===== src/rtl/todt_pkg.sv =====
// Package for the timestamp ordered defer table: sizes, operation and status codes.
// No dependencies.
`default_nettype none
package todt_pkg;
    localparam int CAPACITY = 16;
    localparam int IDX_W = $clog2(CAPACITY);
    localparam int CNT_W = 5;

    typedef enum logic [2:0] {
        OP_ADD      = 3'd0,
        OP_REMOVE   = 3'd1,
        OP_LOOKUP   = 3'd2,
        OP_SMALLEST = 3'd3,
        OP_CLEAR    = 3'd4
    } op_t;

    localparam logic [1:0] ST_OK   = 2'd0;
    localparam logic [1:0] ST_FULL = 2'd1;
    localparam logic [1:0] ST_DUP  = 2'd2;
    localparam logic [1:0] ST_MISS = 2'd3;

    localparam logic [4:0] POS_NONE = 5'h1f;

    typedef struct packed {
        logic [2:0]  operation;
        logic [31:0] seq_number;
        logic [31:0] recv_time;
        logic [31:0] payload_tag;
    } req_t;

    typedef struct packed {
        logic [1:0]  status;
        logic        found;
        logic [31:0] tag_out;
        logic [31:0] time_out;
        logic [4:0]  position;
        logic [4:0]  fill_count;
        logic        is_full;
    } rsp_t;

    typedef struct packed {
        logic [31:0] seq;
        logic [31:0] tstamp;
        logic [31:0] tag;
    } entry_t;
endpackage
`default_nettype wire


===== src/rtl/todt_if.sv =====
// Valid/ready channel interfaces for the defer table.
// Depends on todt_pkg.
`default_nettype none
interface todt_req_if;
    logic           valid;
    logic           ready;
    todt_pkg::req_t data;
    modport source (output valid, output data, input ready);
    modport sink   (input valid, input data, output ready);
endinterface

interface todt_rsp_if;
    logic           valid;
    logic           ready;
    todt_pkg::rsp_t data;
    modport source (output valid, output data, input ready);
    modport sink   (input valid, input data, output ready);
endinterface

interface todt_cfg_if;
    logic       valid;
    logic       ready;
    logic [4:0] data;
    modport source (output valid, output data, input ready);
    modport sink   (input valid, input data, output ready);
endinterface
`default_nettype wire


===== src/rtl/timestamp_ordered_defer_table.sv =====
// Timestamp ordered defer table: 16-entry table in one synchronous memory, depends on
// todt_pkg and todt_if. An accepted word passes through a scan of the stored entries, a
// decide state, a read and a write for each shifted entry on add/remove, and an output
// state that returns the result.
// Throughput: one word at a time; the next word is taken once idle, even while a result waits.
// Reset: count cleared, max_entries = 16; memory contents are not cleared.
`default_nettype none
module timestamp_ordered_defer_table (
    input  wire logic  clk,
    input  wire logic  rst_n,
    todt_req_if.sink   in_ch,
    todt_rsp_if.source out_ch,
    todt_cfg_if.sink   cfg
);
    localparam int IW = todt_pkg::IDX_W;
    localparam int CW = todt_pkg::CNT_W;

    typedef enum logic [5:0] {
        S_IDLE  = 6'b000001,
        S_SCAN  = 6'b000010,
        S_DEC   = 6'b000100,
        S_SHRD  = 6'b001000,
        S_SHWR  = 6'b010000,
        S_OUT   = 6'b100000
    } state_t;

    todt_pkg::entry_t mem [todt_pkg::CAPACITY];
    todt_pkg::entry_t rd_q;
    logic             mem_we;
    logic [IW-1:0]    wr_addr, rd_addr;
    todt_pkg::entry_t wr_data;

    always_ff @(posedge clk)
    begin
        if (mem_we)
            mem[wr_addr] <= wr_data;
        rd_q <= mem[rd_addr];
    end

    state_t           state_reg, state_next;
    logic [CW-1:0]    count_reg, count_next;
    logic [4:0]       max_reg;
    todt_pkg::req_t   req_reg, req_next;
    logic [CW-1:0]    idx_reg, idx_next;       // address issued in scan
    logic             rdv_reg, rdv_next;       // rd_q valid for idx_reg-1
    logic [CW-1:0]    ins_reg, ins_next;       // add: first entry with later time
    logic             hit_reg, hit_next;
    logic [CW-1:0]    at_reg, at_next;
    todt_pkg::entry_t best_reg, best_next;
    logic [CW-1:0]    sh_reg, sh_next;         // shift cursor
    todt_pkg::rsp_t   rsp_reg, rsp_next;
    logic             ov_reg, ov_next;

    logic [CW-1:0] limit;
    logic [CW-1:0] cur;
    logic          full_now;
    logic [CW-1:0] cnt_after;

    assign limit = (max_reg < CW'(todt_pkg::CAPACITY)) ? max_reg : CW'(todt_pkg::CAPACITY);
    assign cur   = idx_reg - CW'(1);
    assign full_now = count_reg >= limit;

    assign in_ch.ready  = (state_reg == S_IDLE);
    assign cfg.ready    = 1'b1;
    assign out_ch.valid = ov_reg;
    assign out_ch.data  = rsp_reg;

    always_comb
    begin
        state_next = state_reg;
        count_next = count_reg;
        req_next   = req_reg;
        idx_next   = idx_reg;
        rdv_next   = 1'b0;
        ins_next   = ins_reg;
        hit_next   = hit_reg;
        at_next    = at_reg;
        best_next  = best_reg;
        sh_next    = sh_reg;
        rsp_next   = rsp_reg;
        ov_next    = ov_reg;
        mem_we     = 1'b0;
        wr_addr    = '0;
        wr_data    = '0;
        rd_addr    = idx_reg[IW-1:0];
        cnt_after  = count_reg;
        if (out_ch.ready)
            ov_next = 1'b0;
        case (state_reg)
            S_IDLE:
            begin
                if (in_ch.valid && in_ch.ready)
                begin
                    req_next   = in_ch.data;
                    idx_next   = '0;
                    ins_next   = count_reg;
                    hit_next   = 1'b0;
                    at_next    = '0;
                    state_next = S_SCAN;
                end
            end
            S_SCAN:
            begin
                // consume the word read last cycle
                if (rdv_reg)
                begin
                    if (rd_q.seq == req_reg.seq_number && !hit_reg &&
                        req_reg.operation != todt_pkg::OP_SMALLEST)
                    begin
                        hit_next  = 1'b1;
                        at_next   = cur;
                        best_next = rd_q;
                    end
                    if (req_reg.operation == todt_pkg::OP_ADD && ins_reg == count_reg &&
                        rd_q.tstamp > req_reg.recv_time)
                        ins_next = cur;
                    if (req_reg.operation == todt_pkg::OP_SMALLEST &&
                        (cur == '0 || rd_q.seq < best_reg.seq))
                    begin
                        best_next = rd_q;
                        at_next   = cur;
                    end
                end
                if (idx_reg < count_reg)
                begin
                    rd_addr  = idx_reg[IW-1:0];
                    rdv_next = 1'b1;
                    idx_next = idx_reg + CW'(1);
                end
                else if (!rdv_reg)
                    state_next = S_DEC;
            end
            S_DEC:
            begin
                state_next = S_OUT;
                if (req_reg.operation == todt_pkg::OP_ADD && !full_now && !hit_reg)
                begin
                    sh_next = count_reg;
                    if (count_reg != ins_reg)
                        state_next = S_SHRD;
                end
                else if (req_reg.operation == todt_pkg::OP_REMOVE && hit_reg)
                begin
                    sh_next = at_reg;
                    if (at_reg + CW'(1) < count_reg)
                        state_next = S_SHRD;
                end
            end
            S_SHRD:
            begin
                // add moves sh-1 up to sh; remove moves sh+1 down to sh
                if (req_reg.operation == todt_pkg::OP_ADD)
                    rd_addr = IW'(sh_reg - CW'(1));
                else
                    rd_addr = IW'(sh_reg + CW'(1));
                state_next = S_SHWR;
            end
            S_SHWR:
            begin
                mem_we  = 1'b1;
                wr_addr = sh_reg[IW-1:0];
                wr_data = rd_q;
                if (req_reg.operation == todt_pkg::OP_ADD)
                begin
                    sh_next = sh_reg - CW'(1);
                    state_next = (sh_reg - CW'(1) == ins_reg) ? S_OUT : S_SHRD;
                end
                else
                begin
                    sh_next = sh_reg + CW'(1);
                    state_next = (sh_reg + CW'(2) >= count_reg) ? S_OUT : S_SHRD;
                end
            end
            S_OUT:
            begin
                // hold here while the previous result still waits
                if (!ov_reg || out_ch.ready)
                begin
                    rsp_next = '0;
                    rsp_next.position = todt_pkg::POS_NONE;
                    case (req_reg.operation)
                        todt_pkg::OP_ADD:
                        begin
                            if (full_now)
                                rsp_next.status = todt_pkg::ST_FULL;
                            else if (hit_reg)
                                rsp_next.status = todt_pkg::ST_DUP;
                            else
                            begin
                                mem_we    = 1'b1;
                                wr_addr   = ins_reg[IW-1:0];
                                wr_data   = '{seq: req_reg.seq_number,
                                              tstamp: req_reg.recv_time,
                                              tag: req_reg.payload_tag};
                                cnt_after = count_reg + CW'(1);
                            end
                        end
                        todt_pkg::OP_REMOVE, todt_pkg::OP_LOOKUP:
                        begin
                            if (hit_reg)
                            begin
                                rsp_next.found    = 1'b1;
                                rsp_next.tag_out  = best_reg.tag;
                                rsp_next.time_out = best_reg.tstamp;
                                if (req_reg.operation == todt_pkg::OP_REMOVE)
                                    cnt_after = count_reg - CW'(1);
                            end
                            else
                                rsp_next.status = todt_pkg::ST_MISS;
                        end
                        todt_pkg::OP_SMALLEST:
                        begin
                            if (count_reg == '0)
                                rsp_next.status = todt_pkg::ST_MISS;
                            else
                            begin
                                rsp_next.position = at_reg;
                                rsp_next.tag_out  = best_reg.tag;
                                rsp_next.time_out = best_reg.tstamp;
                            end
                        end
                        todt_pkg::OP_CLEAR:
                            cnt_after = '0;
                        default:
                            cnt_after = count_reg;
                    endcase
                    count_next          = cnt_after;
                    rsp_next.fill_count = cnt_after;
                    rsp_next.is_full    = cnt_after >= limit;
                    ov_next             = 1'b1;
                    state_next          = S_IDLE;
                end
            end
            default:
                state_next = S_IDLE;
        endcase
    end

    always_ff @(posedge clk or negedge rst_n)
    begin
        if (!rst_n)
        begin
            state_reg <= S_IDLE;
            count_reg <= '0;
            max_reg   <= 5'd16;
            ov_reg    <= 1'b0;
            rdv_reg   <= 1'b0;
        end
        else
        begin
            state_reg <= state_next;
            count_reg <= count_next;
            ov_reg    <= ov_next;
            rdv_reg   <= rdv_next;
            if (cfg.valid)
                max_reg <= cfg.data;
        end
    end

    always_ff @(posedge clk)
    begin
        req_reg  <= req_next;
        idx_reg  <= idx_next;
        ins_reg  <= ins_next;
        hit_reg  <= hit_next;
        at_reg   <= at_next;
        best_reg <= best_next;
        sh_reg   <= sh_next;
        rsp_reg  <= rsp_next;
    end
endmodule
`default_nettype wire

===== src/flat_wrapper.sv =====
// flat-port wrapper written by rule: the top's interface ports become plain ports
module timestamp_ordered_defer_table_flat 
  (clk, rst_n, in_ch_valid, in_ch_data, in_ch_ready, out_ch_valid, out_ch_data, out_ch_ready, cfg_valid, cfg_data, cfg_ready);
  todt_req_if in_ch_i ();
  todt_rsp_if out_ch_i ();
  todt_cfg_if cfg_i ();
  input  wire logic clk;
  input  wire logic rst_n;
  input wire logic [$bits(in_ch_i.valid)-1:0] in_ch_valid;
  input wire logic [$bits(in_ch_i.data)-1:0] in_ch_data;
  output wire logic [$bits(in_ch_i.ready)-1:0] in_ch_ready;
  output wire logic [$bits(out_ch_i.valid)-1:0] out_ch_valid;
  output wire logic [$bits(out_ch_i.data)-1:0] out_ch_data;
  input wire logic [$bits(out_ch_i.ready)-1:0] out_ch_ready;
  input wire logic [$bits(cfg_i.valid)-1:0] cfg_valid;
  input wire logic [$bits(cfg_i.data)-1:0] cfg_data;
  output wire logic [$bits(cfg_i.ready)-1:0] cfg_ready;
  assign in_ch_i.valid = in_ch_valid;
  assign in_ch_i.data = in_ch_data;
  assign in_ch_ready = in_ch_i.ready;
  assign out_ch_valid = out_ch_i.valid;
  assign out_ch_data = out_ch_i.data;
  assign out_ch_i.ready = out_ch_ready;
  assign cfg_i.valid = cfg_valid;
  assign cfg_i.data = cfg_data;
  assign cfg_ready = cfg_i.ready;
  timestamp_ordered_defer_table u_core (.clk(clk), .rst_n(rst_n), .in_ch(in_ch_i), .out_ch(out_ch_i), .cfg(cfg_i));
endmodule

===== config.mk =====
export PLATFORM = sky130hd
export DESIGN_NAME = timestamp_ordered_defer_table_flat
export DESIGN_NICKNAME = d
export VERILOG_FILES = /design/src/rtl/todt_pkg.sv /design/src/rtl/todt_if.sv /design/src/rtl/timestamp_ordered_defer_table.sv /design/src/flat_wrapper.sv
export SDC_FILE = /design/constraint.sdc
export NUM_CORES = 2
export LEC_CHECK = 0
export BUFFER_PORTS_ARGS = -buffer_cell sky130_fd_sc_hd__buf_2
export CAP_MARGIN = 30
export CORE_MARGIN = 3
export CORE_UTILIZATION = 41
export DETAILED_ROUTE_END_ITERATION = 10
export GPL_TIMING_DRIVEN = 0
export MAX_ROUTING_LAYER = met4
export PLACE_DENSITY = 0.56
export SETUP_SLACK_MARGIN = 0.15
export SYNTH_ARGS = -nofsm -noshare
export SYNTH_HDL_FRONTEND = slang
export SYNTH_SLANG_ARGS = --single-unit

===== constraint.sdc =====
create_clock -name clk -period 16.1 [get_ports clk]
set_clock_uncertainty 0.05 [all_clocks]
set_input_delay 3.22 -clock clk [delete_from_list [all_inputs] [get_ports clk]]
set_output_delay 3.22 -clock clk [all_outputs]
set_load 0.005 [all_outputs]

==> results.sh <==
export IMPL_power_density_mw_per_mm2=171.7
export IMPL_routed_wirelength_um=238200
export IMPL_die_area_mm2=0.1918
export IMPL_setup_violations=0
export IMPL_rsz0062_at_grt="no"
export IMPL_crit_path_max_incr_delay_ns=0.71
export IMPL_ant_nets=0
export IMPL_worst_ir_drop_vdd_mv=0.1316
export IMPL_seq_area_frac_synth=0.7493
export IMPL_hpwl_um=162400
export IMPL_combPwrFrac=0.310
export IMPL_p_switching_mw=5.647
export IMPL_p_seq_frac=0.388
export IMPL_synthTopCellsByCount="1830 x edfxtp_1, 1575 x nand2_1, 1163 x nand3_1"
export IMPL_synth_top_area_share=0.7182
export IMPL_wl_per_cell_um=26.50
export IMPL_crit_chain="buf_2 -> nand2b_1 -> nand2_1 -> nor3_1 -> buf_2 -> a31oi_1 -> nor2_4 -> buf_12 -> buf_12 -> buf_16"
export IMPL_post_route_util=0.4837
export IMPL_nNetsFinal=6535
export IMPL_place_inst=8589
export IMPL_critPathCaptureType="flip-flop"
export IMPL_whs_ns=0.3564
export IMPL_clockBufferDepth=3
export IMPL_port_buffers=188
export IMPL_post_place_ws_ns=8.822
export IMPL_avgSynthCellArea_um2=13.08
export IMPL_synth_seq_cells=1944
export IMPL_power_leakage_nw=30.48
export IMPL_setup_tns_final_ns=0
export IMPL_cts_buffers=202
export IMPL_synth_ff_type="edfxtp_1"
export IMPL_setup_slack_ns=9.724
export IMPL_ys_warn_count=0
export IMPL_status="finished clean"
export IMPL_pin_count=190
export IMPL_drtIter0Drc=5445
export IMPL_syn_inst=5849
export IMPL_initial_core_util=0.4152
export IMPL_grt_pass1_vias=47632
export IMPL_antenna_found_initial=18
export IMPL_synth_edff_count=1830
export IMPL_cap_violations=0
export IMPL_start_kind="primary input"
export IMPL_synth_area_top_cells="edfxtp_1 72%, nand2_1 7.7%, nand3_1 7.6%"
export IMPL_critical_path_buf_inv_count=5
export IMPL_clock_latency_ns=0.86
export IMPL_clk_pin_slew_ns=0.06
export IMPL_overflow=0
export IMPL_hold_path_class="reg -> reg"
export IMPL_reg2reg_depth=14
export IMPL_layout_min_cycle_time_ns=6.376
export IMPL_drc=0
export IMPL_final_max_slew_viol_count=0
export IMPL_worstPathArrival_ns=6.88
export IMPL_cts_sinks=1944
export IMPL_path_delay_family="simple AND/OR/NAND/NOR gates"
export IMPL_hold_depth=0
export IMPL_cts_root_buffer="clkbuf_16"
export IMPL_share_clk_of_total_power=0.302
export IMPL_hold_buffers=0
export IMPL_dr_pass1_iters=5
export IMPL_critPathSlowestCell="nor2_4"
export IMPL_grt_max_degree=44
export IMPL_via_count=49790
export IMPL_rows=157
export IMPL_synth_cell_types=62
export IMPL_post_route_period_util=0.3960
export IMPL_area_growth_pct=16.48
export IMPL_synth_nets=6055
export IMPL_yosysMostFrequentCell="edfxtp_1"
export IMPL_core_mm2=0.1843
export IMPL_worst_slew_pin_slew_ns=1.068
export IMPL_crit_type="in -> reg"
export IMPL_syn_area_mm2=0.07651
export IMPL_die_y_um=438.0
export IMPL_cp_max_fo=24
export IMPL_drive_above_1_share=0.1133
export IMPL_gp_congestion=0.8455
export IMPL_cts_setup_buffers=0
export IMPL_sw_frac_of_total=0.3690
export IMPL_cts_tree="done"
export IMPL_viasPerCell=5.540
export IMPL_htreeDepth=4
export IMPL_p_int_mw=9.655
export IMPL_grt_pass1_wl_um=338700
export IMPL_max_freq_ghz=0.1568
export IMPL_synth_top_area_cell="edfxtp_1"
export IMPL_die_w_um=438.0
export IMPL_final_cells=8987
export IMPL_async_reset_ff_frac=0.009259
export IMPL_hold_viol_final=0
export IMPL_cp_num_cells=10
export IMPL_largest_reg_flops=1536
export IMPL_post_cts_resized=0
export IMPL_worstPathRequired_ns=16.60
export IMPL_worst_slew_margin_rel=0.2860
export IMPL_grt_usage=0.2515
layer usage:
metal	track usage	routed length [um]
met1	0.3300	97700
met2	0.3920	112500
met3	0.04019	17640
met4	0.1035	10310
met5	-	0
cell type report:
class                           count  area [um^2]
Antenna cell                       16        40.04
Buffer                            345         1498
Clock buffer                      282         5635
Clock inverter                    100        999.7
Fill cell                       16210        95140
Inverter                           84        317.8
Multi-Input combinational cell   3476        17560
Sequential cell                  1944        57330
Tap cell                         2464         3083
Timing Repair Buffer              276         2663
path summary, 6_finish.rpt:
| path | startpoint | endpoint | slack, ns |
|---|---|---|---|
| max | out_ch_ready | u_core.mem[7][34] | 9.72 |
| min | u_core.rd_q[22] | u_core.best_reg[22] | 0.36 |
| max reg2reg | u_core.count_reg[0] | u_core.mem[7][34] | 10.16 |
| min reg2reg | u_core.rd_q[22] | u_core.best_reg[22] | 0.36 |
| max in group asynchronous | rst_n | u_core.state_reg[0] | 13.32 |
| min in group asynchronous | rst_n | u_core.count_reg[2] | 2.29 |
cells by family (layout without fill, tap and decap cells):
family	after synthesis	in the layout	synth area share
simple gates	3046	3046	0.1771
flops	1944	1944	0.7493
buf+inv	429	1087	0.02361
compound gates	253	253	0.02473
fa+ha+maj	98	98	0.01599
xor+xnor	64	64	0.007326
mux	14	14	0.001897
other cells	1	17	0.00004901
cell usage in the layout, fill, tap and decap left out, types with 17 or more instances in the layout:
cell	instances
clkinv_1	31
a21o_1	35
nand3_1	1163
clkbuf_1	274
o21ai_0	29
nor2_4	17
buf_2	289
a22o_1	99
dfxtp_1	96
nand4_1	114
edfxtp_1	1830
and2_1	65
a21oi_1	45
inv_1	83
xnor2_1	41
buf_12	63
xor2_1	23
buf_4	20
clkbuf_8	28
nand2_1	1575
clkinv_2	33
ha_1	97
clkbuf_16	202
nor2_1	37
power groups by stage:
stage          combinational [mW]  clock, mW  sequential (mW)
2_1_floorplan                2.75          0             5.92
3_3_place_gp                 4.59          0             6.05
3_5_place_dp                 4.69          0             6.04
4_1_cts                      4.71       4.69             5.93
5_1_grt                      5.14       4.88             5.95
6_report                     4.75       4.62             5.93
stage by stage:
step	total power [mW]	instance area [um^2]
6_report	15.30	89120
5_1_grt	15.96	89100
4_1_cts	15.33	89080
3_5_place_dp	10.73	82450
3_3_place_gp	10.64	80530
2_1_floorplan	8.672	76510
Power figures use the tool's default switching activity.
